**src/hdl/iat_pkg.sv**
```systemverilog
// ----------------------------------------------------------------------------
// Ignition advance timer package
// Shared types, register indexes, band codes and fixed constants.
// ----------------------------------------------------------------------------
package iat_pkg;

    // Field widths fixed by the interface.
    localparam int unsigned TS_W      = 32;
    localparam int unsigned DEG_W     = 9;
    localparam int unsigned CFG_IDX_W = 2;

    // Configuration register indexes.
    localparam logic [CFG_IDX_W-1:0] CFG_LOW_BAND = 2'd0;
    localparam logic [CFG_IDX_W-1:0] CFG_LIMIT    = 2'd1;
    localparam logic [CFG_IDX_W-1:0] CFG_ADVANCE  = 2'd2;

    // Configuration reset values.
    localparam logic [TS_W-1:0]  LOW_BAND_RESET = 32'd30000;
    localparam logic [TS_W-1:0]  LIMIT_RESET    = 32'd6666;
    localparam logic [DEG_W-1:0] ADVANCE_RESET  = 9'd5;

    // Speed band codes.
    localparam logic [1:0] BAND_LOW   = 2'd0;
    localparam logic [1:0] BAND_TIMED = 2'd1;
    localparam logic [1:0] BAND_LIMIT = 2'd2;

    // Advance unit: two stages for the average, two for the division by 360,
    // one for the multiply and one for the saturating subtract.
    localparam int unsigned DEG_PER_REV  = 360;
    localparam int unsigned QUOT360_W    = 24;
    localparam int unsigned PROD_W       = QUOT360_W + DEG_W;
    localparam int unsigned ADV_PIPE_LAT = 6;

    // One input beat.
    typedef struct packed {
        logic            sensor_level;
        logic [TS_W-1:0] now_us;
    } iat_in_t;

    // One result beat.
    typedef struct packed {
        logic            ignition_level;
        logic [1:0]      speed_band;
        logic [TS_W-1:0] advance_time_us;
    } iat_out_t;

    // Item as classified by the front end.
    typedef struct packed {
        logic            sensor_level;
        logic [TS_W-1:0] now_us;
        logic [1:0]      speed_band;
    } iat_tag_t;

    // Queue entry handed to the back end.
    typedef struct packed {
        iat_tag_t        tag;
        logic [TS_W-1:0] advance_time_us;
    } iat_cmd_t;

endpackage

```
**src/hdl/iat_queue.sv**
```systemverilog
// ----------------------------------------------------------------------------
// Ignition advance timer queue
// Small FIFO between the advance unit and the firing back end.
// ----------------------------------------------------------------------------
module iat_queue
    import iat_pkg::*;
#(
    parameter int unsigned ADDR_W = 4
)
(
    input  logic     clk,
    input  logic     rst_n,
    input  logic     push,
    input  iat_cmd_t push_data,
    input  logic     pop,
    output logic     head_valid,
    output iat_cmd_t head
);

    localparam int unsigned DEPTH = 2 ** ADDR_W;

    iat_cmd_t          entry_reg [DEPTH];
    logic [ADDR_W:0]   wr_ptr_reg;
    logic [ADDR_W:0]   rd_ptr_reg;

    // Pointers carry one wrap bit so that full and empty differ.
    always_ff @(posedge clk or negedge rst_n)
    begin
        if (!rst_n) begin
            wr_ptr_reg <= '0;
            rd_ptr_reg <= '0;
        end else begin
            if (push) begin
                wr_ptr_reg <= wr_ptr_reg + 1'b1;
            end
            if (pop) begin
                rd_ptr_reg <= rd_ptr_reg + 1'b1;
            end
        end
    end

    // Entry storage.
    always_ff @(posedge clk)
    begin
        if (push) begin
            entry_reg[wr_ptr_reg[ADDR_W-1:0]] <= push_data;
        end
    end

    assign head_valid = (wr_ptr_reg != rd_ptr_reg);
    assign head       = entry_reg[rd_ptr_reg[ADDR_W-1:0]];

endmodule

```
**config.mk**
```make
export PLATFORM = sky130hd
export DESIGN_NAME = iat_queue
export DESIGN_NICKNAME = d
export VERILOG_FILES = /design/src/hdl/iat_pkg.sv /design/src/hdl/iat_queue.sv
export SDC_FILE = /design/constraint.sdc
export NUM_CORES = 1
export LEC_CHECK = 0
export ABC_AREA = 0
export CORE_UTILIZATION = 65
export DETAILED_ROUTE_END_ITERATION = 8
export DONT_BUFFER_PORTS = 1
export HOLD_SLACK_MARGIN = 0.03
export PLACE_DENSITY_LB_ADDON = 0.12
export SYNTH_ARGS = -nofsm -noshare
export SYNTH_HDL_FRONTEND = slang
export SYNTH_SLANG_ARGS = --single-unit
```
**constraint.sdc**
```tcl
create_clock -name clk -period 18.3 [get_ports clk]
set_input_delay 0.915 -clock clk [delete_from_list [all_inputs] [get_ports clk]]
set_output_delay 0.915 -clock clk [all_outputs]
set_load 0.01 [all_outputs]
```
Yosys cells after proc, flatten, opt, wreduce, memory -nomap -nowiden:

Memory sizes are Yosys's and may differ from the RTL's.
Index checks and enable logic that the tools add are counted.

* add/subtract/negate cells: 2
* equality and inequality tests: 1
* muxes and demuxes: 2

Operators by type and width (count)
* adder 5 x 1 -> 5 bit (second input constant): 2
* inequality test 5 bit: 1
* two-way mux 1 bit: 2

* register bits: 10
* memory bits (writable): 1072
* bits of input ports: 71
* output and inout port bits: 68
* word-level logic and storage cells: 8
* memories kept: 1

Memories
* entry_reg: depth 16, bits a word 67, rd ports 1, clocked after Yosys merged registers in 0, write ports 1, RTL line iat_queue.sv:22 `iat_cmd_t entry_reg [DEPTH];`

Depth between registers and ports, before layout:

* word-level depth: 2
* mapped depth: 8
* depth with buffers taken out: 4

Worst setup path after synthesis:

OpenSTA, ideal clock, no wires.

* path kind: input port to flip-flop
* start point: input port push
* end point: memory entry_reg[0][0] (netlist bit), enable pin
* arrival time: 5.866 ns
* path slack: 11.859 ns
* stages on the path: 3
* path buffers: 1
* path through: clkbuf_1 nand2_1 nor3_1

* cells in the longest elaborated chain, start to end: 2

Ends and longest elaborated chain
* start: declaration: RTL line iat_queue.sv:13 `input logic push,`
* two-way mux 1 bit: RTL line iat_queue.sv:45 `if (push) begin`
* two-way mux 1 bit (not written as such): RTL line iat_queue.sv:46 `entry_reg[wr_ptr_reg[ADDR_W-1:0]] <= push_data;`
* end: declaration: RTL line iat_queue.sv:22

No other way between the ends.

==> results.toml <==
[logic_synthesis]
synth_fp_nets = 1929
synth_top_family_by_area = "multiplexers"
netlist.area_leader.share_pct = 77.8
muxShareOfSynthArea_pct = 15.8
yosysSeqAreaShare_pct = 78.4
synth_xor_area_share_pct = 0.275
synth_warnings = 0
synth_top_cell_by_area = "edfxtp_1"
synth_fa_ha_area_share_pct = 0.181
avgSynthCellArea_um2 = 22.3
synthCells = 1852
synth-compound-area-share_pct = 3.46
ys_ff_latch = 1082
synth.cell_area_mm2 = 0.0414
synth_area_leaders = "edfxtp_1 (78%), mux4_2 (11%), mux2i_1 (4.9%)"
synth-simple-area-share_pct = 0.366
yosys.cell_types.count = 29

[detailed_routing]
routed_wl_um = 88000
first_pass_iters = 7
viasPerCell = 6.76
wl_per_cell_um = 31.1
antenna_left = 0
first_iter_violations = 2121
num_vias = 19100
drc = 0

[layout]
diodes = 0
largest_reg_flops = 1072
final_common_cell = "edfxtp_1"
drive_above_1_share_pct = 21.0
areaGrowthSynthToFinish_pct = 10.3
nets = 1971
post-route-cell-area_mm2 = 0.0456
layout_common_cells = "edfxtp_1 (1072), mux2i_1 (201), mux4_2 (201)"

[clocking]
cts_max_level = 3
clk_path_buf_depth = 3
clk_pin_slew_ns = 0.06
clk_latency_ns = 0.66
post_cts_buffers = 0
cts-buffers-inserted = 103
clock-root-buffer = "clkbuf_16"
cts_num_sinks = 1082
tritoncts = "yes"

[power]
powerDensity_mw_per_mm2 = 156
p_seq_share_pct = 43.8
p_switching_uw = 2180
p_int_uw = 4960
ir_worst_vdd_mv = 0.121
clkPwrFrac_pct = 28.9
p_sw_share_pct = 30.6
pwr-share-comb_pct = 27.3
p_leak_uw = 0.0145

[timing]
finalSetupTns_ns = 0
max_slew_margin_pct = 26.6
layout_worst_path_cycle_share_pct = 30.4
clock_skew_ns = 0.0317
slew_viol_final = 0
fmax_ghz = 0.180
period_needed_ns = 5.57
worst_pin_slew_ns = 1.10
rsz0062_at_grt = "false"
hold_violations = 0
setup_viol = 0

[worst_setup_path]
critPathKind = "reg -> out"
crit_arrival_ns = 4.66
r2r_slack_ns = 14.77
slowest_stage = "dfrtp_4"
start_kind = "flop"
path_max_fanout = 151
crit_path_frequent_cell = "mux2i_1"
r2r-end = "rd_ptr_reg[3]$_DFFE_PN0P_"
critical_path_required_ns = 17.39
max_stage_delay_ns = 1.08
r2r_cells = 4
path_cells = "buf_12 -> buf_4 -> mux2i_1 -> a22oi_1 -> mux2i_1 -> o21ai_1"
endpoint_kind = "output pin"
r2r-start = "rd_ptr_reg[1]$_DFFE_PN0P_"

[global_route]
antenna_found_initial = 0
grt_max_degree = 152
grt_pass1_wl_um = 128000
grt_usage_pct = 28.0
grt.overflow.total = 0
grt_pass1_vias = 19700

[placement]
dp_hpwl_um = 41800
gp_congestion = 0.754
port_buffers = 0
placed_area_mm2 = 0.0423

[floorplanning]
initial_core_util_pct = 65.7
die-area_mm2 = 0.0647
core_area_mm2 = 0.0630
row_count = 92
die_height_um = 254
boundaryPins = 139
fp.dieW_um = 254

[worst_hold_path]
hold_path.class = "in -> reg"
whs_endpoint = "rd_ptr_reg[0]$_DFFE_PN0P_"
whs_path_depth = 1
hp-start = "pop"

[run_status]
status = "finished, final reports clean"

[flow_run]
maxCapViolations = 0
-- metrics by stage --
| stage | total power, uW | hold slack (ns) | instances | utilization, % | setup slack [ns] |
|---|---|---|---|---|---|
| 2_1_floorplan | 4630 | 0.460 | 1852 | - | 11.86 |
| 3_3_place_gp | 5110 | 0.477 | 2634 | 67.2 | 13.43 |
| 3_5_place_dp | 5140 | 0.491 | 2634 | 67.2 | 13.38 |
| 4_1_cts | 7190 | 0.299 | 2826 | 72.5 | 12.67 |
| 5_1_grt | 7400 | 0.312 | 2826 | 72.5 | 12.46 |
| 6_report | 7140 | 0.331 | 2826 | 72.5 | 12.73 |
-- kinds of logic after synthesis --
kind of cell | Yosys count
buffers and inverters | 112
multiplexers | 403
flip-flops | 1082
AO/OA/AOI/OAI | 202
adder cells (fa/ha/maj) | 6
XOR/XNOR | 13
AND/OR/NAND/NOR | 34
-- worst max-delay path: cells and delay by family, from the launching register on --
family | cells | cell delay, ns
flip-flops | 1 | 1.08
multiplexers | 2 | 0.29
AO/OA/AOI/OAI | 2 | 0.71
buffers and inverters | 2 | 1.70
-- cell type report --
cell class	count	area, um^2
flip-flops and latches	1082	32500
well taps	846	1060
clock inverters	66	536
clock buffers	125	2770
repair buffers	46	360
multi-input cells	658	8450
inverters	3	12.5
fillers	3581	17300
-- power by group through the flow --
stage / combinational, uW / sequential, uW / clock (uW)
after global placement: 1940 / 3170 / 0
after CTS: 1970 / 3130 / 2090
after floorplan: 1530 / 3090 / 0
after detailed placement: 1960 / 3180 / 0
after global routing: 2060 / 3150 / 2180
final: 1950 / 3130 / 2060
-- timing repair --
action / in CTS / in global routing
endpoints found under the hold margin: 10 / 0
hold buffers: 1 / 0
gates resized for setup: 0 / 0
-- Yosys cell counts --
master    count
nand3_1       2
mux2i_1     201
clkbuf_2      1
inv_2         1
nand2b_1      2
buf_2        29
mux2_2        1
nor2b_1       1
dfrtp_1      10
ha_1          6
mux4_2      201
xor2_1        6
nor2_1       13
clkbuf_4      1
o21ai_1      67
inv_1         2
xnor2_1       7
a32oi_1      67
nand4_1       2
buf_6        12
a22oi_1      67
nor3_1        5
nand2_1       8
buf_1         9
edfxtp_1   1072
buf_4        15
o21ai_0       1
and2_1        1
clkbuf_1     42
-- layer usage --
metal	vias to the layer above	global-route usage [%]	share of wire, %
met3	124	6.47	9.0
met5	-	0	0
met1	10200	39.4	40
met2	833	44.9	49
met4	0	7.99	2.0
li1	7973	-	-
-- worst max path at each step --
| stage | start | endpoint | slack, ns |
|---|---|---|---|
| 6_report | rd_ptr_reg[1]$_DFFE_PN0P_ | head[3] | 12.73 |
| 3_5_place_dp | rd_ptr_reg[0]$_DFFE_PN0P_ | head[12] | 13.38 |
| 5_1_grt | rd_ptr_reg[0]$_DFFE_PN0P_ | head[12] | 12.46 |
| 2_1_floorplan | push | entry_reg[0][0]$_DFFE_PP_ | 11.86 |
| 3_3_place_gp | rd_ptr_reg[0]$_DFFE_PN0P_ | head[16] | 13.43 |
| 4_1_cts | rd_ptr_reg[1]$_DFFE_PN0P_ | head[4] | 12.67 |
(Power assumes the default switching activity.)
