==> src/hdl/iat_pkg.sv <==
// ----------------------------------------------------------------------------
// Ignition advance timer package
// Shared types, register indexes, band codes and fixed constants.
// ----------------------------------------------------------------------------
package iat_pkg;

    // Field widths fixed by the interface.
    localparam int unsigned TS_W      = 32;
    localparam int unsigned DEG_W     = 9;
    localparam int unsigned CFG_IDX_W = 2;

    // Configuration register indexes.
    localparam logic [CFG_IDX_W-1:0] CFG_LOW_BAND = 2'd0;
    localparam logic [CFG_IDX_W-1:0] CFG_LIMIT    = 2'd1;
    localparam logic [CFG_IDX_W-1:0] CFG_ADVANCE  = 2'd2;

    // Configuration reset values.
    localparam logic [TS_W-1:0]  LOW_BAND_RESET = 32'd30000;
    localparam logic [TS_W-1:0]  LIMIT_RESET    = 32'd6666;
    localparam logic [DEG_W-1:0] ADVANCE_RESET  = 9'd5;

    // Speed band codes.
    localparam logic [1:0] BAND_LOW   = 2'd0;
    localparam logic [1:0] BAND_TIMED = 2'd1;
    localparam logic [1:0] BAND_LIMIT = 2'd2;

    // Advance unit: two stages for the average, two for the division by 360,
    // one for the multiply and one for the saturating subtract.
    localparam int unsigned DEG_PER_REV  = 360;
    localparam int unsigned QUOT360_W    = 24;
    localparam int unsigned PROD_W       = QUOT360_W + DEG_W;
    localparam int unsigned ADV_PIPE_LAT = 6;

    // One input beat.
    typedef struct packed {
        logic            sensor_level;
        logic [TS_W-1:0] now_us;
    } iat_in_t;

    // One result beat.
    typedef struct packed {
        logic            ignition_level;
        logic [1:0]      speed_band;
        logic [TS_W-1:0] advance_time_us;
    } iat_out_t;

    // Item as classified by the front end.
    typedef struct packed {
        logic            sensor_level;
        logic [TS_W-1:0] now_us;
        logic [1:0]      speed_band;
    } iat_tag_t;

    // Queue entry handed to the back end.
    typedef struct packed {
        iat_tag_t        tag;
        logic [TS_W-1:0] advance_time_us;
    } iat_cmd_t;

endpackage

==> src/hdl/iat_back.sv <==
// ----------------------------------------------------------------------------
// Ignition advance timer back end
// Applies the band rules to the ignition output and the last firing time,
// and holds the result beat until the receiver takes it.
// ----------------------------------------------------------------------------
module iat_back
    import iat_pkg::*;
(
    input  logic     clk,
    input  logic     rst_n,
    input  logic     cmd_valid,
    input  iat_cmd_t cmd,
    output logic     cmd_pop,
    output logic     result_valid,
    input  logic     result_stall,
    output iat_out_t result
);

    logic            ign_reg;
    logic            ign_next;
    logic [TS_W-1:0] last_fire_reg;
    logic [TS_W-1:0] last_fire_next;
    logic            result_valid_reg;
    iat_out_t        result_reg;

    logic [TS_W-1:0] fire_time;
    logic            ign_held;

    // Take a queue entry whenever the output register is free or draining.
    assign cmd_pop = cmd_valid && (!result_valid_reg || !result_stall);

    // A high sensor level forces the output high before the band rules.
    assign ign_held  = cmd.tag.sensor_level | ign_reg;
    assign fire_time = last_fire_reg + cmd.advance_time_us;

    // Band rules.
    always_comb
    begin
        ign_next       = ign_held;
        last_fire_next = last_fire_reg;
        case (cmd.tag.speed_band)
            BAND_LOW: begin
                ign_next       = 1'b0;
                last_fire_next = cmd.tag.now_us;
            end
            BAND_TIMED: begin
                if (fire_time < cmd.tag.now_us) begin
                    ign_next       = 1'b0;
                    last_fire_next = cmd.tag.now_us;
                end else begin
                    ign_next = 1'b1;
                end
            end
            default: begin
                ign_next = ign_held;
            end
        endcase
    end

    // Firing state and output beat valid.
    always_ff @(posedge clk or negedge rst_n)
    begin
        if (!rst_n) begin
            ign_reg          <= 1'b0;
            last_fire_reg    <= '0;
            result_valid_reg <= 1'b0;
        end else begin
            if (cmd_pop) begin
                ign_reg       <= ign_next;
                last_fire_reg <= last_fire_next;
            end
            if (cmd_pop) begin
                result_valid_reg <= 1'b1;
            end else if (!result_stall) begin
                result_valid_reg <= 1'b0;
            end
        end
    end

    // Output payload.
    always_ff @(posedge clk)
    begin
        if (cmd_pop) begin
            result_reg.ignition_level  <= ign_next;
            result_reg.speed_band      <= cmd.tag.speed_band;
            result_reg.advance_time_us <= cmd.advance_time_us;
        end
    end

    assign result_valid = result_valid_reg;
    assign result       = result_reg;

endmodule

==> config.mk <==
export PLATFORM = sky130hd
export DESIGN_NAME = iat_back
export DESIGN_NICKNAME = d
export VERILOG_FILES = /design/src/hdl/iat_pkg.sv /design/src/hdl/iat_back.sv
export SDC_FILE = /design/constraint.sdc
export NUM_CORES = 1
export LEC_CHECK = 0
export BUFFER_PORTS_ARGS = -buffer_cell sky130_fd_sc_hd__buf_2
export CAP_MARGIN = 20
export CORE_MARGIN = 3
export CORE_UTILIZATION = 42
export DETAILED_ROUTE_END_ITERATION = 10
export GPL_ROUTABILITY_DRIVEN = 0
export GPL_TIMING_DRIVEN = 0
export HOLD_SLACK_MARGIN = 0.1
export PLACE_DENSITY_LB_ADDON = 0.1
export SLEW_MARGIN = 15
export SYNTH_ARGS = -nofsm -noshare
export SYNTH_HDL_FRONTEND = slang
export SYNTH_SLANG_ARGS = --single-unit
export TNS_END_PERCENT = 50
==> constraint.sdc <==
create_clock -name clk -period 6.3 [get_ports clk]
set_input_delay 1.26 -clock clk [delete_from_list [all_inputs] [get_ports clk]]
set_output_delay 1.26 -clock clk [all_outputs]
set_load 0.03 [all_outputs]
Word-level counts from Yosys, hierarchy flattened:

Index checks and enable logic that the tools add are counted.
Widths: inputs -> output; s select.

* memory bits (writable): 0
* memories kept: 0
* ROM bits: 0
* logic and storage cells: 25
* bits in latches: 0
* bits in registers: 69
* output and inout bits: 37

* magnitude comparators: 1
* shift operators: 0
* reduce and logical (&&, ||, !) cells: 7
* eq/ne operators: 3
* div/mod/pow operators: 0
* muxes and demuxes: 6
* add/subtract/negate cells: 1
* multipliers: 0
* bitwise gates (word level): 1

Operators with widths (number)
* $pmux 32 s2: 1
* $add 32x32->32: 1
* $lt 32x32->1: 1
* $mux 32: 1
* $ne 2x2->1 const B: 2
* $mux 1: 3
* $reduce_and 3->1: 1
* $eq 2x1->1 const B: 1
* $logic_not 1->1: 2
* $logic_not 2->1: 1
* $pmux 1 s2: 1
* $reduce_bool 2->1: 1
* $logic_and 1x1->1: 1
* $logic_or 1x1->1: 1
* $or 1x1->1: 1

Logic depth before layout (Yosys ltp):

* word-level depth: 4
* depth in mapped cells: 20

Worst setup path before layout:

No wires, ideal clock.

* path type: input port to output port
* start: in cmd_valid
* end: out cmd_pop
* buffers on the path: 0
* arrival: 4571 ps
* stages on the path: 1
* required time: 5040 ps
* setup slack: 469 ps
* cells stage by stage: a21boi_0

* longest elaborated chain between the ends: 1

Ends and longest elaborated chain
* from (decl): RTL line iat_back.sv:11 `input logic cmd_valid,`
* $logic_and 1x1->1: RTL line iat_back.sv:30 `assign cmd_pop = cmd_valid && (!result_valid_reg || !result_stall);`
* to (decl): RTL line iat_back.sv:13 `output logic cmd_pop,`

Every way passes these cells.

Worst setup path after layout:

* start: in cmd[6] in the netlist's numbering
* end: reg last_fire_reg[24]

* longest elaborated chain between the ends: 4

Ends and longest elaborated chain
* from (decl): RTL line iat_back.sv:12 `input iat_cmd_t cmd,`
* $add 32x32->32: RTL line iat_back.sv:34 `assign fire_time = last_fire_reg + cmd.advance_time_us;`
* $lt 32x32->1: RTL line iat_back.sv:47 `if (fire_time < cmd.tag.now_us) begin`
* $ne 2x2->1 (no line)
* $reduce_and 3->1 (no line)
* to (signal assigned): RTL line iat_back.sv:70 `last_fire_reg <= last_fire_next;`
* to (decl): RTL line iat_back.sv:21 `logic [TS_W-1:0] last_fire_reg;`

Every way passes these cells.
A chain may end at the register's enable or synchronous reset.

==> results_dict.tcl <==
set metrics [dict create \
    cts_tree "yes" \
    rsz0062_at_grt "false" \
    post_cts_resized 0 \
    drive_above_1_share 0.268 \
    async_flop_share 0.493 \
    synth_top_cell_area_share 0.210 \
    cts_hold_buffers 0 \
    cap_violations 0 \
    yosysTopAreaCell "edfxtp_1" \
    max_freq_mhz 184 \
    wirelength_mm 11.7 \
    power.net_switching_uw 939 \
    n_antenna_cell 0 \
    synthTopCellsByCount "62 x ha_1, 46 x a21oi_1, 43 x inv_1, 36 x nand2_1, 35 x edfxtp_1" \
    worst_pin_slew_ps 919 \
    synth-xor-area-share 0.0490 \
    grt_pass1_wl_mm 19.2 \
    syn-num-nets 618 \
    globalRouteOverflowTotal 0 \
    timing.final.crit_share 0.862 \
    ant_nets 0 \
    comb_power_share 0.534 \
    cp-start-kind "input port" \
    wl_per_cell_um 15.6 \
    min_period_ps 5430 \
    cts_num_sinks 69 \
    port_buffers 107 \
    clock_skew_ps 8.01 \
    worstSetupEndpointType "flip-flop" \
    row_count 39 \
    synthFlopType "edfxtp_1" \
    fillers 1083 \
    first_pass_iters 4 \
    ff2ff_setup_slack_ps 1520 \
    cts.path.max_buffers 2 \
    internal_power_uw 1460 \
    setup_tns_ps 0 \
    required_ps 6520 \
    yosysWarnings 0 \
    yosys.area_share.adder 0.159 \
    slew_viol_final 0 \
    syn_area_per_cell_um2 10.3 \
    clk_pin_slew_ps 50 \
    netSwitchingFraction 0.392 \
    die_y_um 115 \
    relSlewSlack 0.387 \
    fin_nets 737 \
    hold_class "reg -> reg" \
    synth_top_family_by_area "compound AO/OA/AOI/OAI gates" \
    grt_max_degree 35 \
    p_per_area_nw_per_um2 396 \
    seq_area_frac_synth 0.380 \
    leakagePower_uw 0.00286 \
    hpwl_mm 9.23 \
    core_area_um2 11500 \
    synth_cells 484 \
    fin_area_um2 6050 \
    drt_iter0_drc 171 \
    grt.total_usage 0.187 \
    finalSetupViolations 0 \
    ys_ff_latch 69 \
    synth_compound_area_frac 0.164 \
    via_per_inst 5.35 \
    cts_htree_levels 3 \
    ys_types 52 \
    hold_viol 0 \
    yosys-top-cells-area "edfxtp_1 21%, dfrtp_1 17%, ha_1 16%" \
    post_cts_buffers 0 \
    synthMuxAreaShare 0.0948 \
    timing.hold.ws_ps 512 \
    initial_core_util 0.434 \
    crit_arrival_ps 5650 \
    placedInstanceArea_um2 5760 \
    antenna_found_initial 1 \
    pwr-share-seq 0.255 \
    drc 0 \
    crit_type "in -> reg" \
    power_frac_clock 0.211 \
    numCtsBuffers 9 \
    synth_edf_count 35 \
    root_buffer "clkbuf_16" \
    ios 108 \
    peakVddDrop_v 0.000240 \
    synth-simple-area-share 0.0993 \
    grt_pass1_vias 3948 \
    vias 4016 \
    largest_reg_flops 35 \
    outcome "complete, no violations" \
    netlist_area_um2 5000 \
    yosysMostFrequentCell "ha_1" \
    syn_to_final_growth_pct 20.9 \
    die_area_um2 13300 \
    die_width_um 115 \
    crit_fanout 10 \
    worstSkewPairLatency_ps 340 \
]
final cells by class:
class	count	area (µm²)	share of cell area
plain buffers	14	109	0.0180
multi-input cells	358	2840	0.470
clock inverters	4	47.5	0.00786
flip-flops and latches	69	1900	0.314
inverters	43	161	0.0267
well taps	143	179	0.0296
clock buffers	12	246	0.0407
repair buffers	108	563	0.0931
per-layer routing:
layer / wire [µm] / GRT usage / part of all wire / up-vias
li1: - / - / - / 2000
met4: 131 / 0.0579 / 0.011 / 2
met2: 5360 / 0.298 / 0.46 / 116
met1: 5450 / 0.247 / 0.47 / 1882
met5: 9 / 0 / 0.00077 / -
met3: 765 / 0.0558 / 0.065 / 16
cell usage in the layout, fill, tap and decap left out, types with 6 or more instances in the layout:
master       n
nor2_1      21
o21ai_0     23
edfxtp_1    35
nor2b_1      8
mux2_4      28
xor2_1      11
nand2_1     36
ha_1        62
buf_2      107
nand3_1      8
a21oi_1     46
dfrtp_1     34
xnor2_1     17
nand2b_1     6
o211ai_1     6
a21o_1      13
inv_1       43
clkbuf_16    9
clkbuf_1    12
nand4_1      7
final timing paths:
| path | endpoint | cells after the start | start |
|---|---|---|---|
| setup / recovery | last_fire_reg[24]$_DFFE_PN0P_ | 18 | cmd[6] |
| hold reg to reg | last_fire_reg[26]$_DFFE_PN0P_ | 1 | last_fire_reg[26]$_DFFE_PN0P_ |
| min in group asynchronous | last_fire_reg[9]$_DFFE_PN0P_ | 1 | rst_n |
| setup reg to reg | last_fire_reg[24]$_DFFE_PN0P_ | 17 | last_fire_reg[6]$_DFFE_PN0P_ |
| max in group asynchronous | ign_reg$_DFFE_PN0P_ | 1 | rst_n |
| hold / removal | last_fire_reg[26]$_DFFE_PN0P_ | 1 | last_fire_reg[26]$_DFFE_PN0P_ |
per-stage QoR:
| step | util | std cells | worst slack [ps] | total power, µW |
|---|---|---|---|---|
| 6_report | 0.525 | 751 | 871 | 2400 |
| 3_5_place_dp | 0.500 | 735 | 537 | 1890 |
| 5_1_grt | 0.525 | 751 | 594 | 2630 |
| 2_1_floorplan | - | 484 | 469 | 1610 |
| 3_3_place_gp | 0.496 | 734 | -1320 | 1870 |
| 4_1_cts | 0.525 | 751 | 876 | 2420 |
power groups by stage:
stage | Clock [µW] | Combinational [µW] | Sequential (µW)
6_report | 505 | 1280 | 612
5_1_grt | 538 | 1470 | 623
4_1_cts | 520 | 1290 | 612
3_5_place_dp | 0 | 1280 | 618
3_3_place_gp | 0 | 1250 | 618
2_1_floorplan | 0 | 971 | 636
critical path: stages:
cell      delay, ps
buf_2           110
ha_1            380
a211o_1         310
o31ai_1         400
a21oi_1         200
o32ai_1         610
o41ai_1         170
xor2_1          170
ha_1            320
nand4_1         130
nor4_1          360
a221oi_1        130
o22ai_1         170
a31oi_1          90
and3b_1         220
buf_6           150
buf_12          150
mux2_4          300
cell families after synthesis:
| group | Yosys count |
|---|---|
| adders and majority gates | 63 |
| muxes | 33 |
| xor gates and xnor gates | 28 |
| buffers and inverters | 57 |
| DFF | 69 |
| AOI/OAI and AO/OA | 130 |
| and+or+nand+nor | 104 |
(Power assumes the default switching activity.)
