## src/hdl/iat_pkg.sv

```systemverilog
// ----------------------------------------------------------------------------
// Ignition advance timer package
// Shared types, register indexes, band codes and fixed constants.
// ----------------------------------------------------------------------------
package iat_pkg;

    // Field widths fixed by the interface.
    localparam int unsigned TS_W      = 32;
    localparam int unsigned DEG_W     = 9;
    localparam int unsigned CFG_IDX_W = 2;

    // Configuration register indexes.
    localparam logic [CFG_IDX_W-1:0] CFG_LOW_BAND = 2'd0;
    localparam logic [CFG_IDX_W-1:0] CFG_LIMIT    = 2'd1;
    localparam logic [CFG_IDX_W-1:0] CFG_ADVANCE  = 2'd2;

    // Configuration reset values.
    localparam logic [TS_W-1:0]  LOW_BAND_RESET = 32'd30000;
    localparam logic [TS_W-1:0]  LIMIT_RESET    = 32'd6666;
    localparam logic [DEG_W-1:0] ADVANCE_RESET  = 9'd5;

    // Speed band codes.
    localparam logic [1:0] BAND_LOW   = 2'd0;
    localparam logic [1:0] BAND_TIMED = 2'd1;
    localparam logic [1:0] BAND_LIMIT = 2'd2;

    // Advance unit: two stages for the average, two for the division by 360,
    // one for the multiply and one for the saturating subtract.
    localparam int unsigned DEG_PER_REV  = 360;
    localparam int unsigned QUOT360_W    = 24;
    localparam int unsigned PROD_W       = QUOT360_W + DEG_W;
    localparam int unsigned ADV_PIPE_LAT = 6;

    // One input beat.
    typedef struct packed {
        logic            sensor_level;
        logic [TS_W-1:0] now_us;
    } iat_in_t;

    // One result beat.
    typedef struct packed {
        logic            ignition_level;
        logic [1:0]      speed_band;
        logic [TS_W-1:0] advance_time_us;
    } iat_out_t;

    // Item as classified by the front end.
    typedef struct packed {
        logic            sensor_level;
        logic [TS_W-1:0] now_us;
        logic [1:0]      speed_band;
    } iat_tag_t;

    // Queue entry handed to the back end.
    typedef struct packed {
        iat_tag_t        tag;
        logic [TS_W-1:0] advance_time_us;
    } iat_cmd_t;

endpackage

```

## src/hdl/iat_front.sv

```systemverilog
// ----------------------------------------------------------------------------
// Ignition advance timer front end
// Detects revolution ends, keeps the period window and its running total,
// and classifies each beat into a speed band.
// ----------------------------------------------------------------------------
module iat_front
    import iat_pkg::*;
#(
    parameter int unsigned WINDOW_DEPTH = 5,
    parameter int unsigned TOTAL_W      = 35
)
(
    input  logic               clk,
    input  logic               rst_n,
    input  logic               sample_beat,
    input  iat_in_t            sample,
    input  logic [TS_W-1:0]    low_band_period,
    input  logic [TS_W-1:0]    limit_period,
    output logic               item_valid,
    output iat_tag_t           item,
    output logic [TOTAL_W-1:0] total
);

    localparam int unsigned PTR_W = (WINDOW_DEPTH > 1) ? $clog2(WINDOW_DEPTH) : 1;
    localparam logic [PTR_W-1:0] PTR_LAST = PTR_W'(WINDOW_DEPTH - 1);

    logic [TS_W-1:0]    window_reg [WINDOW_DEPTH];
    logic [PTR_W-1:0]   ptr_reg;
    logic [PTR_W-1:0]   ptr_next;
    logic               armed_reg;
    logic [TS_W-1:0]    edge_time_reg;
    logic [TS_W-1:0]    band_period_reg;
    logic [TS_W-1:0]    band_period_next;
    logic [TOTAL_W-1:0] total_reg;
    logic [TOTAL_W-1:0] total_next;
    logic               item_valid_reg;
    iat_tag_t           item_reg;

    logic               closing;
    logic [TS_W-1:0]    period;
    logic [1:0]         band;

    // A low level after a high phase closes one revolution.
    assign closing = !sample.sensor_level && armed_reg;
    assign period  = sample.now_us - edge_time_reg;

    // Running total swaps the oldest period for the new one.
    assign total_next = total_reg - TOTAL_W'(window_reg[ptr_reg]) + TOTAL_W'(period);
    assign ptr_next   = (ptr_reg == PTR_LAST) ? '0 : ptr_reg + 1'b1;

    // A zero period still enters the window but leaves the band period alone.
    assign band_period_next = (closing && (period != '0)) ? period : band_period_reg;

    // Band classification; the low band test wins.
    always_comb
    begin
        if ((band_period_next == '0) || (band_period_next > low_band_period)) begin
            band = BAND_LOW;
        end else if (band_period_next > limit_period) begin
            band = BAND_TIMED;
        end else begin
            band = BAND_LIMIT;
        end
    end

    // Revolution state and window.
    always_ff @(posedge clk or negedge rst_n)
    begin
        if (!rst_n) begin
            armed_reg       <= 1'b0;
            edge_time_reg   <= '0;
            band_period_reg <= '0;
            ptr_reg         <= '0;
            total_reg       <= '0;
            for (int i = 0; i < WINDOW_DEPTH; i++) begin
                window_reg[i] <= '0;
            end
        end else if (sample_beat) begin
            if (sample.sensor_level) begin
                armed_reg <= 1'b1;
            end else if (armed_reg) begin
                armed_reg           <= 1'b0;
                edge_time_reg       <= sample.now_us;
                band_period_reg     <= band_period_next;
                ptr_reg             <= ptr_next;
                total_reg           <= total_next;
                window_reg[ptr_reg] <= period;
            end
        end
    end

    // Beat valid toward the advance unit.
    always_ff @(posedge clk or negedge rst_n)
    begin
        if (!rst_n) begin
            item_valid_reg <= 1'b0;
        end else begin
            item_valid_reg <= sample_beat;
        end
    end

    // Classified item payload.
    always_ff @(posedge clk)
    begin
        if (sample_beat) begin
            item_reg.sensor_level <= sample.sensor_level;
            item_reg.now_us       <= sample.now_us;
            item_reg.speed_band   <= band;
        end
    end

    assign item_valid = item_valid_reg;
    assign item       = item_reg;
    assign total      = total_reg;

endmodule

```

## config.mk

```make
export PLATFORM = sky130hd
export DESIGN_NAME = iat_front
export DESIGN_NICKNAME = d
export VERILOG_FILES = /design/src/hdl/iat_pkg.sv /design/src/hdl/iat_front.sv
export SDC_FILE = /design/constraint.sdc
export NUM_CORES = 1
export LEC_CHECK = 0
export BUFFER_PORTS_ARGS = -buffer_cell sky130_fd_sc_hd__buf_4
export CORE_MARGIN = 2
export CORE_UTILIZATION = 40
export DETAILED_ROUTE_END_ITERATION = 10
export REMOVE_ABC_BUFFERS = 1
export SYNTH_ARGS = -nofsm -noshare
export SYNTH_HDL_FRONTEND = slang
export SYNTH_SLANG_ARGS = --single-unit
```

## constraint.sdc

```tcl
create_clock -name clk -period 6.1 [get_ports clk]
set_clock_uncertainty 0.2 [all_clocks]
set_input_delay 0.915 -clock clk [delete_from_list [all_inputs] [get_ports clk]]
set_output_delay 0.915 -clock clk [all_outputs]
set_load 0.005 [all_outputs]
```

### Word level (Yosys, flattened, before mapping)

Cells that the tools add are included.

* add/subtract/negate cells: 4
* muxes and demuxes: 10
* bitwise operators: 2
* reduce and logical (&&, ||, !) cells: 8
* order comparisons: 4
* equality and inequality tests: 1

Operators with widths (number)
* 160-bit bitwise mux: 1
* 32-bit 2-to-1 mux: 4
* 32-bit binary-select mux with 3-bit select: 1
* 32-bit demux with 3-bit select: 1
* 32-bit greater-than comparator: 2
* 35-bit by 32-bit adder with 35-bit output: 1
* 35-bit by 32-bit subtractor with 35-bit output: 1
* 32-bit logical NOT: 1
* 32-bit nonzero test: 1
* 32-bit subtractor: 1
* 4-bit greater-or-equal comparator, second input constant: 1
* 4-bit by 1-bit < comparator with 1-bit output, second input constant: 1
* 3-bit NOT with 4-bit output: 1
* 3-bit by 1-bit adder with 3-bit output, second input constant: 1
* 3-bit == test, second input constant: 1
* 1-bit logical AND: 3
* 3-bit 2-to-1 mux: 1
* 3-bit AND reduction: 1
* 2-bit 2-to-1 mux: 1
* 1-bit logical NOT: 1
* 1-bit logical OR: 1
* 1-bit 2-to-1 mux: 1
* 1-bit NOT: 1

* register bits after elaboration: 299
* word-level logic and storage cells: 43
* output and inout port bits: 71
* input port bits: 100

### Depth between registers and ports, before layout

* depth after elaboration: 6
* gate-level depth with buffers: 27
* depth with buffers taken out: 26

### Worst setup path before layout

No wires, ideal clock.

* path type: input port to flip-flop
* start point: input port sample[4] in the netlist's numbering
* end point: register item_reg (netlist bit item[1]), data pin
* data arrival time: 6229 ps
* required time: 5740 ps
* stages on the path: 25
* buffers on the path: 1
* slack: -488 ps
* cells stage by stage: ha_1 -> a21o_1 -> or3_1 -> o211a_1 -> o211a_1 -> o2111a_1 -> a211oi_4 -> and4_1 -> nand4_1 -> nor4_4 -> a31oi_2 -> buf_2 -> mux2i_1 -> ha_1 -> a21o_1 -> a21o_1 -> a21o_1 -> a21o_1 -> a21o_1 -> a21o_1 -> a21oi_1 -> a311oi_1 -> o31a_1 -> o31ai_1 -> nor3b_1

* word-level cells in the longest chain between the ends: 6

RTL lines
* from (decl): line iat_front.sv:16 `input iat_in_t sample,`
* 32-bit subtractor *: line iat_front.sv:45 `assign period = sample.now_us - edge_time_reg;`
* 32-bit nonzero test: line iat_front.sv:52 `assign band_period_next = (closing && (period != '0)) ? period : band_period_reg;`
* 1-bit logical AND: line iat_front.sv:52
* 32-bit 2-to-1 mux *: line iat_front.sv:52
* net band_period_next[9]: line iat_front.sv:33 `logic [TS_W-1:0] band_period_next;`
* 32-bit greater-than comparator (tied with other cells): line iat_front.sv:59 `end else if (band_period_next > limit_period) begin`
* 2-bit 2-to-1 mux / 1-bit logical OR (equally long branches): line iat_front.sv:59, iat_front.sv:57
* to (decl): line iat_front.sv:37 `iat_tag_t item_reg;`

The timed path passes the listed nets; every way through them passes the cells marked *.
A chain may end at the register's enable or synchronous reset.

### Worst setup path after layout

* start point: input port sample[0] in the netlist's numbering
* end point: register item_reg (netlist bit item[1]), data pin

The elaborated chain is that of the path after synthesis.

==> results.json <==
{
  "drt_first_pass_iters": 6,
  "yosysTopAreaCell": "dfrtp_1",
  "rsz0062_at_grt": "yes",
  "syn_inst": 1941,
  "finalSetupViolCount": 2,
  "synth_area_sq_um": 18500,
  "fin_ws_ps": -150,
  "synth_top_area_share_pct": 35.7,
  "diodes": 0,
  "final_max_slew_viol_count": 0,
  "drc": 0,
  "holdWs_ps": 105,
  "clock_latency_ps": 550,
  "min_path_type": "in2async",
  "root_buffer": "clkbuf_16",
  "initial_core_util_pct": 40.7,
  "ctsHoldBuffers": 0,
  "track_usage_pct": 23.5,
  "largest_reg_flops": 160,
  "async_reset_ff_share_pct": 88.3,
  "final_cells": 3027,
  "routedWlPerCell_um": 18.3,
  "static-leakage-power_nw": 12.0,
  "yosysWarnings": 0,
  "placed_cell_area_sq_um": 22700,
  "crit_type": "in2reg",
  "htree_levels": 2,
  "fmax_mhz": 160,
  "cts_buffer_depth": 3,
  "grt_max_degree": 141,
  "slew_headroom_pct": 44.0,
  "vias": 15700,
  "synth-edff-count": 35,
  "die_h_um": 219,
  "synth.distinct_cells": 76,
  "drtAntennaViolNets": 0,
  "tightest_slew_ps": 836,
  "dp_hpwl_um": 41900,
  "cts_sinks": 299,
  "synth_flop_cell": "dfrtp_1",
  "path_clk_slew_ps": 60,
  "io_pins": 171,
  "yosysMostFrequentCell": "nand2_1",
  "core_sq_um": 45600,
  "ys_top_cells_by_count": "nand2_1 (278), dfrtp_1 (264), o21ai_0 (263)",
  "finalHoldViolations": 0,
  "p_per_area_nw_per_um2": 677,
  "cp_data_required_time_ps": 6300,
  "gp_congestion": 0.949,
  "outcome": "complete, but fails checks",
  "end_kind": "flip-flop",
  "antenna_found_initial": 0,
  "first_global_vias": 16000,
  "synthTopCellsByArea": "dfrtp_1 (36%), ha_1 (9.0%), o21ai_0 (7.1%)",
  "fin_util_pct": 54.0,
  "start_kind": "input port",
  "portBuffers": 170,
  "slowest_stage": "or3_1",
  "cts_buffers": 36,
  "viasPerCell": 5.18,
  "cp.arrival_ps": 6450,
  "synth_seq_area_share_pct": 41.3,
  "fin_nets": 2666,
  "layout-drive-gt1-share_pct": 28.6,
  "critPathMaxFanout": 6,
  "cpPeakStageDelay_ps": 350,
  "vdd_drop_max_v": 0.000419,
  "initialDrtViolationCount": 851,
  "grt_pass1_wl_um": 87700,
  "cts_tree": "done",
  "design_area_sq_um": 24600,
  "die-area_sq_um": 48100,
  "final.min_clock_period_ps": 6250,
  "finalSetupTns_ps": -297,
  "gr-total-overflow": 0,
  "syn2layout_area_growth_pct": 32.9,
  "ys_ff_latch": 299,
  "dp_slack_ps": -1080,
  "placed_cells": 2944,
  "synth.avg_cell_area_sq_um": 9.55,
  "drt_wl_total_um": 55400,
  "violations": "setup timing",
  "rows": 78,
  "die_w_um": 219,
  "total_power_mw": 16.7,
  "crit_top_cell": "o21a_1",
  "fin_crit_sh_pct": 102,
  "maxCapViolCount": 0
}
[routing by layer]
layer  vias to the layer above  track usage [%]  share of wire [%]
met4                         0             8.67                4.0
met2                       318             39.5                 48
met1                      7585             30.7                 44
li1                       7688                -                  -
met3                       103             3.37                3.7
met5                         -                0                  0
[power breakdown]
group | total (mW) | leakage (nW) | internal, mW | switching (mW)
combinational | 11.2 | 7.76 | 5.58 | 5.62
sequential | 3.29 | 3.67 | 2.79 | 0.503
clock | 2.19 | 0.578 | 1.31 | 0.874
total | 16.7 | 12.0 | 9.68 | 7.00
[timing repair]
action | 4_1_cts | 5_1_grt
gates cloned | 0 | 1
gates resized for setup | 41 | 61
pin swaps | 17 | 30
buffers inserted | 12 | 9
endpoints found under the setup margin | 4 | 7
[critical path, delay by kind of cell]
family	cells	cell delay (ps)
adders and majority gates	3	590
AOI/OAI and AO/OA	13	2380
and+or+nand+nor	8	1730
muxes	1	240
buffers and inverters	5	580
[cells in the final DEF, fill, tap and decap left out, types with 15 or more instances in the layout]
cell type  netlist  final
mux2i_1         36     32
xor2_1          26     23
nand2_1        278    277
inv_1          235    234
nor2b_1         18     15
nand3_1         20     17
fa_1            33     32
edfxtp_1        35     35
clkbuf_16        0     38
ha_1           133    115
o21ai_0        263    257
o21a_1          20     20
and3_1          17     15
nor3_1          20     15
buf_4            0    491
xnor2_1         24     23
a22o_1          30     30
ha_4             0     17
a21oi_1         68     61
dfrtp_1        264    263
nand4_1         28     28
mux4_2          32     32
nor2_1          40     40
a21o_1          46     46
[cell type report]
type,instances,area [sq um]
Inverter,236,888
Clock buffer,51,1030
Clock inverter,14,175
Tap cell,600,751
Fill cell,4036,21000
Timing Repair Buffer,505,3890
Multi-Input combinational cell,1322,10200
Sequential cell,299,7660
[kinds of logic after synthesis]
kind of cell               after synthesis  synth area share, %
muxes                                   84                 6.99
adders and majority gates              166                 12.5
AOI/OAI and AO/OA                      543                 18.1
buffers and inverters                  320                 6.64
and+or+nand+nor                        477                 11.8
DFF                                    299                 41.3
xor gates and xnor gates                52                 2.54
[path summary, 6_finish.rpt]
check | slack [ps] | from | endpoint | cells past startpoint
worst max register to register | -80 | edge_time_reg[0] | item[1] | 27
worst min-delay path | 110 | rst_n | item_valid | 1
max in group asynchronous | 4360 | rst_n | window_reg[151] | 2
min in group clk | 270 | total[34] | total[34] | 1
worst max-delay path | -150 | sample[0] | item[1] | 30
worst min register to register | 270 | total[34] | total[34] | 1
(Power assumes the default switching activity.)
