File: src/hdl/iat_pkg.sv
// ----------------------------------------------------------------------------
// Ignition advance timer package
// Shared types, register indexes, band codes and fixed constants.
// ----------------------------------------------------------------------------
package iat_pkg;

    // Field widths fixed by the interface.
    localparam int unsigned TS_W      = 32;
    localparam int unsigned DEG_W     = 9;
    localparam int unsigned CFG_IDX_W = 2;

    // Configuration register indexes.
    localparam logic [CFG_IDX_W-1:0] CFG_LOW_BAND = 2'd0;
    localparam logic [CFG_IDX_W-1:0] CFG_LIMIT    = 2'd1;
    localparam logic [CFG_IDX_W-1:0] CFG_ADVANCE  = 2'd2;

    // Configuration reset values.
    localparam logic [TS_W-1:0]  LOW_BAND_RESET = 32'd30000;
    localparam logic [TS_W-1:0]  LIMIT_RESET    = 32'd6666;
    localparam logic [DEG_W-1:0] ADVANCE_RESET  = 9'd5;

    // Speed band codes.
    localparam logic [1:0] BAND_LOW   = 2'd0;
    localparam logic [1:0] BAND_TIMED = 2'd1;
    localparam logic [1:0] BAND_LIMIT = 2'd2;

    // Advance unit: two stages for the average, two for the division by 360,
    // one for the multiply and one for the saturating subtract.
    localparam int unsigned DEG_PER_REV  = 360;
    localparam int unsigned QUOT360_W    = 24;
    localparam int unsigned PROD_W       = QUOT360_W + DEG_W;
    localparam int unsigned ADV_PIPE_LAT = 6;

    // One input beat.
    typedef struct packed {
        logic            sensor_level;
        logic [TS_W-1:0] now_us;
    } iat_in_t;

    // One result beat.
    typedef struct packed {
        logic            ignition_level;
        logic [1:0]      speed_band;
        logic [TS_W-1:0] advance_time_us;
    } iat_out_t;

    // Item as classified by the front end.
    typedef struct packed {
        logic            sensor_level;
        logic [TS_W-1:0] now_us;
        logic [1:0]      speed_band;
    } iat_tag_t;

    // Queue entry handed to the back end.
    typedef struct packed {
        iat_tag_t        tag;
        logic [TS_W-1:0] advance_time_us;
    } iat_cmd_t;

endpackage

File: src/hdl/iat_adv.sv
// ----------------------------------------------------------------------------
// Ignition advance timer advance unit
// Pipelined average, divide by 360, multiply by advance degrees and
// saturating subtract, one item per cycle.
// ----------------------------------------------------------------------------
module iat_adv
    import iat_pkg::*;
#(
    parameter int unsigned WINDOW_DEPTH = 5,
    parameter int unsigned TOTAL_W      = 35
)
(
    input  logic               clk,
    input  logic               rst_n,
    input  logic               item_valid,
    input  iat_tag_t           item,
    input  logic [TOTAL_W-1:0] total,
    input  logic [DEG_W-1:0]   advance_degrees,
    output logic               cmd_valid,
    output iat_cmd_t           cmd
);

    localparam int unsigned PIPE_LAT = ADV_PIPE_LAT;

    // Average: the total times a rounded-up reciprocal of the window depth,
    // exact for every total below two to the power TOTAL_W.
    localparam int unsigned A_SHIFT = TOTAL_W + $clog2(WINDOW_DEPTH);
    localparam int unsigned A_HALF  = (TOTAL_W + 2) / 2;
    localparam int unsigned A_PP_W  = 2 * A_HALF;
    localparam int unsigned A_SUM_W = 4 * A_HALF;
    localparam logic [63:0] A_RECIP = ((64'd1 << A_SHIFT) + 64'(WINDOW_DEPTH) - 64'd1)
                                      / 64'(WINDOW_DEPTH);
    localparam logic [A_HALF-1:0] A_RECIP_HI = A_HALF'(A_RECIP >> A_HALF);
    localparam logic [A_HALF-1:0] A_RECIP_LO = A_HALF'(A_RECIP);

    // Division by 360 with the same scheme on the 32-bit average.
    localparam int unsigned B_SHIFT = TS_W + $clog2(DEG_PER_REV);
    localparam int unsigned B_HALF  = (TS_W + 2) / 2;
    localparam int unsigned B_PP_W  = 2 * B_HALF;
    localparam int unsigned B_SUM_W = 4 * B_HALF;
    localparam logic [63:0] B_RECIP = ((64'd1 << B_SHIFT) + 64'(DEG_PER_REV) - 64'd1)
                                      / 64'(DEG_PER_REV);
    localparam logic [B_HALF-1:0] B_RECIP_HI = B_HALF'(B_RECIP >> B_HALF);
    localparam logic [B_HALF-1:0] B_RECIP_LO = B_HALF'(B_RECIP);

    logic                 vld_reg [1:PIPE_LAT];
    iat_tag_t             tag_reg [1:PIPE_LAT];

    logic [A_HALF-1:0]    a_num_hi;
    logic [A_HALF-1:0]    a_num_lo;
    logic [A_PP_W-1:0]    a_pp_reg [4];
    logic [A_SUM_W-1:0]   a_sum;
    logic [TS_W-1:0]      avg_reg;
    logic [B_HALF-1:0]    b_num_hi;
    logic [B_HALF-1:0]    b_num_lo;
    logic [B_PP_W-1:0]    b_pp_reg [4];
    logic [TS_W-1:0]      b_avg_reg;
    logic [B_SUM_W-1:0]   b_sum;
    logic [QUOT360_W-1:0] quot_reg;
    logic [TS_W-1:0]      q_avg_reg;
    logic [PROD_W-1:0]    prod_reg;
    logic [TS_W-1:0]      m_avg_reg;
    logic [TS_W-1:0]      adv_reg;

    // Valid and item tag travel alongside the arithmetic.
    for (genvar k = 0; k < PIPE_LAT; k++) begin : g_tag
        always_ff @(posedge clk or negedge rst_n)
        begin
            if (!rst_n) begin
                vld_reg[k+1] <= 1'b0;
            end else begin
                vld_reg[k+1] <= (k == 0) ? item_valid : vld_reg[(k == 0) ? 1 : k];
            end
        end

        always_ff @(posedge clk)
        begin
            tag_reg[k+1] <= (k == 0) ? item : tag_reg[(k == 0) ? 1 : k];
        end
    end

    // Average, first stage: four half-width partial products.
    assign {a_num_hi, a_num_lo} = A_PP_W'(total);

    always_ff @(posedge clk)
    begin
        a_pp_reg[0] <= A_PP_W'(a_num_lo) * A_PP_W'(A_RECIP_LO);
        a_pp_reg[1] <= A_PP_W'(a_num_lo) * A_PP_W'(A_RECIP_HI);
        a_pp_reg[2] <= A_PP_W'(a_num_hi) * A_PP_W'(A_RECIP_LO);
        a_pp_reg[3] <= A_PP_W'(a_num_hi) * A_PP_W'(A_RECIP_HI);
    end

    // Average, second stage: sum the partial products and drop the fraction.
    assign a_sum = A_SUM_W'(a_pp_reg[0])
                 + (A_SUM_W'(a_pp_reg[1]) << A_HALF)
                 + (A_SUM_W'(a_pp_reg[2]) << A_HALF)
                 + (A_SUM_W'(a_pp_reg[3]) << A_PP_W);

    always_ff @(posedge clk)
    begin
        avg_reg <= a_sum[A_SHIFT +: TS_W];
    end

    // Average divided by 360, first stage: partial products.
    assign {b_num_hi, b_num_lo} = B_PP_W'(avg_reg);

    always_ff @(posedge clk)
    begin
        b_pp_reg[0] <= B_PP_W'(b_num_lo) * B_PP_W'(B_RECIP_LO);
        b_pp_reg[1] <= B_PP_W'(b_num_lo) * B_PP_W'(B_RECIP_HI);
        b_pp_reg[2] <= B_PP_W'(b_num_hi) * B_PP_W'(B_RECIP_LO);
        b_pp_reg[3] <= B_PP_W'(b_num_hi) * B_PP_W'(B_RECIP_HI);
        b_avg_reg   <= avg_reg;
    end

    // Average divided by 360, second stage: sum and take the quotient.
    assign b_sum = B_SUM_W'(b_pp_reg[0])
                 + (B_SUM_W'(b_pp_reg[1]) << B_HALF)
                 + (B_SUM_W'(b_pp_reg[2]) << B_HALF)
                 + (B_SUM_W'(b_pp_reg[3]) << B_PP_W);

    always_ff @(posedge clk)
    begin
        quot_reg  <= b_sum[B_SHIFT +: QUOT360_W];
        q_avg_reg <= b_avg_reg;
    end

    // Subtrahend: (average / 360) times the advance degrees.
    always_ff @(posedge clk)
    begin
        prod_reg  <= PROD_W'(quot_reg) * PROD_W'(advance_degrees);
        m_avg_reg <= q_avg_reg;
    end

    // Advance time saturates at zero.
    always_ff @(posedge clk)
    begin
        if (prod_reg > PROD_W'(m_avg_reg)) begin
            adv_reg <= '0;
        end else begin
            adv_reg <= m_avg_reg - prod_reg[TS_W-1:0];
        end
    end

    assign cmd_valid           = vld_reg[PIPE_LAT];
    assign cmd.tag             = tag_reg[PIPE_LAT];
    assign cmd.advance_time_us = adv_reg;

endmodule

File: config.mk
export PLATFORM = sky130hd
export DESIGN_NAME = iat_adv
export DESIGN_NICKNAME = d
export VERILOG_FILES = /design/src/hdl/iat_pkg.sv /design/src/hdl/iat_adv.sv
export SDC_FILE = /design/constraint.sdc
export NUM_CORES = 2
export LEC_CHECK = 0
export BUFFER_PORTS_ARGS = -buffer_cell sky130_fd_sc_hd__buf_2
export CAP_MARGIN = 10
export CELL_PAD_IN_SITES_DETAIL_PLACEMENT = 1
export CELL_PAD_IN_SITES_GLOBAL_PLACEMENT = 1
export CORE_ASPECT_RATIO = 1.25
export CORE_MARGIN = 3
export CORE_UTILIZATION = 35
export CTS_BUF_LIST = sky130_fd_sc_hd__clkbuf_8 sky130_fd_sc_hd__clkbuf_16
export DETAILED_ROUTE_END_ITERATION = 10
export PLACE_DENSITY_LB_ADDON = 0.08
export SLEW_MARGIN = 20
export SYNTH_ARGS = -nofsm -noshare
export SYNTH_HDL_FRONTEND = slang
export SYNTH_SLANG_ARGS = --single-unit
File: constraint.sdc
create_clock -name clk -period 9.8 [get_ports clk]
set_clock_uncertainty 0.2 [all_clocks]
set_input_delay 0.49 -clock clk [delete_from_list [all_inputs] [get_ports clk]]
set_output_delay 0.49 -clock clk [all_outputs]
set_load 0.005 [all_outputs]
After elaboration in Yosys (flattened, before gate mapping)
Memory sizes are Yosys's and may differ from the RTL's.
Cells that the tools add are included.
- bits in registers: 223
- bits in writable memories: 486
- output and inout port bits: 68
- memories: 3
- input bits: 82
- word-level logic and storage cells: 33
- latch bits: 0
- bits in read-only memories: 0
- bitwise gates (word level): 0
- magnitude comparators: 1
- multipliers: 9
- reduce and logical (&&, ||, !) cells: 0
- muxes and demuxes: 0
- $add $sub $neg: 7
- equality and inequality tests: 0
- shifts and indexed selects: 0
- divide/modulo/power cells: 0
- memories (name ; words ; width ; read ports ; clocked after Yosys merged registers in ; write ports ; line ; RTL):
    tag_reg ; 6 ; 35 ; 6 ; 0 ; 6 ; iat_adv.sv:47 ; iat_tag_t tag_reg [1:PIPE_LAT];
    a_pp_reg ; 4 ; 36 ; 4 ; 0 ; 4 ; iat_adv.sv:51 ; logic [A_PP_W-1:0] a_pp_reg [4];
    b_pp_reg ; 4 ; 33 ; 4 ; 0 ; 4 ; iat_adv.sv:56 ; logic [B_PP_W-1:0] b_pp_reg [4];
- operator list (kind ; number):
    multiplier 17 x 16 -> 33 bit, second input constant ; 3
    adder 56 x 70 -> 70 bit ; 1
    adder 65 x 51 -> 65 bit ; 1
    adder 65 bit ; 1
    multiplier 15 x 16 -> 31 bit, second input constant ; 2
    adder 55 x 54 -> 56 bit ; 1
    adder 36 x 54 -> 55 bit ; 1
    adder 34 x 51 -> 52 bit ; 1
    multiplier 18 x 18 -> 36 bit, second input constant ; 1
    multiplier 17 x 18 -> 35 bit, second input constant ; 1
    multiplier 18 x 16 -> 34 bit, second input constant ; 1
    greater-than comparator 33 x 32 -> 1 bit ; 1
    multiplier 24 x 9 -> 33 bit ; 1
    subtractor 32 bit ; 1

Depth between registers and ports, before layout
An unclocked memory read counts as a cell.
- word-level depth: 4
- gate-level depth with buffers: 26
- depth with buffers taken out: 25

Worst setup path before layout
Ideal clock, no wire load.
- kind: register to register
- start point: mem b_pp_reg[0][0] (netlist bit)
- end point: reg quot_reg[21]
- library setup time: 0.072 ns
- path slack: 3.765 ns
- required time: 9.528 ns
- period minus slack after synthesis: 6.035 ns
- buffers on the path: 1
- arrival time: 5.762 ns
- cell stages (with the launch flop): 27
- cell sequence: dfxtp_1 > ha_1 > fa_1 > a21o_1 > a21oi_1 > o21bai_1 > a31o_2 > a2111oi_0 > o21bai_1 > a211o_1 > a21oi_2 > nor2b_1 > xnor2_1 > fa_1 > inv_1 > ha_1 > a211oi_1 > o211ai_1 > a21oi_1 > a21oi_1 > or3_1 > o2111a_1 > o311a_1 > and2_1 > clkbuf_1 > nand4_1 > xnor2_1
- RTL lines (item ; line ; RTL):
    from (decl) ; iat_adv.sv:56 ;
    to (signal assigned) ; iat_adv.sv:124 ; quot_reg <= b_sum[B_SHIFT +: QUOT360_W];
    to (decl) ; iat_adv.sv:59 ; logic [QUOT360_W-1:0] quot_reg;

==> results by group <==
Critical path
  – Critical path peak fanout: 9
  – Max stage delay on crit path: 0.49 ns
  – Arrival @ worst endpoint: between 7 and 8 ns
  – Crit-path most repeated cell: a21oi_1
  – Startpoint types: flip-flop
  – Critical path's slowest cell: fa_1
  – Critical path class: flip-flop to flip-flop
  – CP endpoint kind: flip-flop
  – Reg2Reg Setup Slack: 3.15 ns
  – Worst path bufs/invs: 1
  – Top cell family by delay on the critical path: compound AO/OA/AOI/OAI gates
  – WP data required: 10.18 ns

Timing
  – Setup TNS: 0 ns
  – Fin crit period: 6.65 ns
  – Final setup violating endpoints: 0
  – F_max: 150 MHz
  – Crit share post-route: 0.678
  – Count of pins over their slew limit: 0
  – RSZ-0062 raised after global routing: false
  – Worst Tran Pin Value: 1.08 ns
  – Final Hold Viols: 0
  – Relative slew slack: 0.267

Drt
  – Via count: roughly 40000
  – DRT Pass-1 Iters: 5
  – DR WL/cell: 19.8 um
  – Via-per-instance ratio: between 4 and 5
  – DRT antenna net count: 0
  – DR DRC count: 0
  – Detailed Route WL: ~170 mm
  – Iter 0 DRT Violations: approximately 1100

Clock tree
  – Cts repair resizes: 0
  – CTS Hold Bufs: between 40 and 50
  – CTS tree: done
  – Post-CTS setup buffer count: 0
  – Clk Latency, worst-skew pair: ~0.7 ns
  – Clk buf depth: 3
  – Clk root buf: clkbuf_16
  – Total CTS buffers: 75
  – CTS clk-pin slew, worst paths: around 0.060 ns
  – Clk sinks: 658
  – H-tree lvl count: 3

Global route
  – First-pass GRT wire length: 261 mm
  – Grt ovf: 0
  – Pin count of the biggest net entering global routing: 33
  – Total global-route track usage: 0.193
  – Initial antenna violation count: 8
  – Vias in the first global route: 44800

Logic synthesis
  – Top cell type's share of synthesized area: 0.250
  – Top FF cell, synth: dfxtp_1
  – Share of the yosys chip area belonging to registers: 0.221
  – Most frequent cells after synthesis: inv_1 (1393), ha_1 (1089), fa_1 (747), dfxtp_1 (652)
  – FFs w/ async S/R, synth: 0.00912
  – Most common cell in the netlist: inv_1
  – Post-synth EDFFs: 0
  – Yosys warning count: 0
  – Yosys cell types: 75
  – Yosys reg bits: roughly 660
  – Syn_area_per_cell: around 10 um^2
  – Largest area contributor in the netlist: fa_1
  – Mapped Cells: 5968
  – Synthesized Nets: 7886
  – Synthesized cell area: ~60000 um^2
  – Dominant cells by area after synthesis: fa_1 (25%), ha_1 (23%), dfxtp_1 (22%)

Hold path
  – Hold Crit Class: primary input to flip-flop

Placed design
  – Hpwl dp: about 140 mm
  – Dpl cell area: 63000 um^2
  – GPL Wtd Cong: 0.869
  – IO buf count: 149

Final layout
  – Largest register FFs: 210
  – Final Net Count: 8081
  – Final Util: 0.389
  – Area Overhead vs Synth: 10.3%
  – Share of layout cells above drive strength 1: 0.0511
  – Post-Layout Inst Area: around 66000 um^2

Floorplan
  – Chip width: 376 um
  – Starting Density: 0.353
  – Top-Level Pins: 150
  – Row cnt: around 170
  – Core region area: 170000 um^2
  – DIE HEIGHT: 468 um
  – Die area: 176000 um^2

Job
  – Max cap viols: 0

Outcome
  – Status: complete, no violations
per-stage QoR:
stage,cells,setup WS [ns],hold slack [ns]
final,8447,3.15,0.112
after global routing,8446,2.72,0.109
after CTS,8445,3.07,0.0601
after detailed placement,8267,3.01,0.113
after global placement,8267,3.01,0.110
after floorplan,5968,3.77,-0.00559
tightest hold or removal path, delay by kind of cell:
family / cells / cell delay (ns)
buffers and inverters: 1 / 0.19
adders and majority gates: 2 / 0.29
layout by cell type, fill, tap and decap left out, types with 10 or more instances in the layout:
cell type,Yosys,layout
clkbuf_8,0,18
nand2_1,248,248
xnor2_1,238,238
a211oi_1,23,23
dlygate4sd3_1,0,42
and2_1,127,127
clkinv_2,0,10
o31ai_1,15,15
o21bai_1,37,37
a21oi_1,248,247
nor2_1,181,181
o211ai_1,14,14
o21ai_1,39,39
clkbuf_16,0,76
ha_1,1089,1089
nand3_1,61,61
a31oi_1,23,23
buf_2,0,149
buf_4,36,12
dfxtp_1,652,652
o21a_1,41,41
nor3_1,54,54
fa_1,747,747
o21ai_0,86,86
nand2b_1,23,23
nand4_1,33,33
or3_1,16,16
or2_2,10,10
inv_1,1393,1403
and3_1,44,44
a21o_1,135,135
nor2b_1,43,43
o2111ai_1,10,10
xor2_1,103,103
routing by layer:
metal  GRT usage  share of wire  wire (um)
met4      0.0571          0.028       4690
met3      0.0174          0.021       3570
met2       0.367           0.53      88300
met1       0.229           0.42      70400
met5           0              0          0
worst paths after layout:
check	endpoint	depth (start not counted)	from
max in group asynchronous	vld_reg[5]	3	rst_n
min in group asynchronous	vld_reg[4]	3	rst_n
worst max-delay path	quot_reg[16]	25	b_pp_reg[0][0]
worst min-delay path	a_pp_reg[2][3]	3	total[21]
worst max register to register	quot_reg[16]	25	b_pp_reg[0][0]
worst min register to register	m_avg_reg[9]	0	q_avg_reg[9]
kinds of logic (layout without fill, tap and decap cells):
family,count (synthesis),in the layout,synth area share
DFF,658,658,0.221
buffers and inverters,1478,1732,0.0949
adders and majority gates,1836,1836,0.477
and+or+nand+nor,874,874,0.0719
AOI/OAI and AO/OA,781,781,0.0854
xor gates and xnor gates,341,341,0.0499
other,0,2,0
area by class of cell:
class,count,area (um^2)
Antenna cell,2,5.00
Clock buffer,94,2150
Clock inverter,42,444
Fill cell,19200,104000
Inverter,1393,5230
Multi-Input combinational cell,3832,41000
Sequential cell,658,13200
Tap cell,2223,2780
Timing Repair Buffer,203,1260
Power is not shown: default switching activity piles up to over one toggle a cycle in this logic, so the estimate is an artifact.
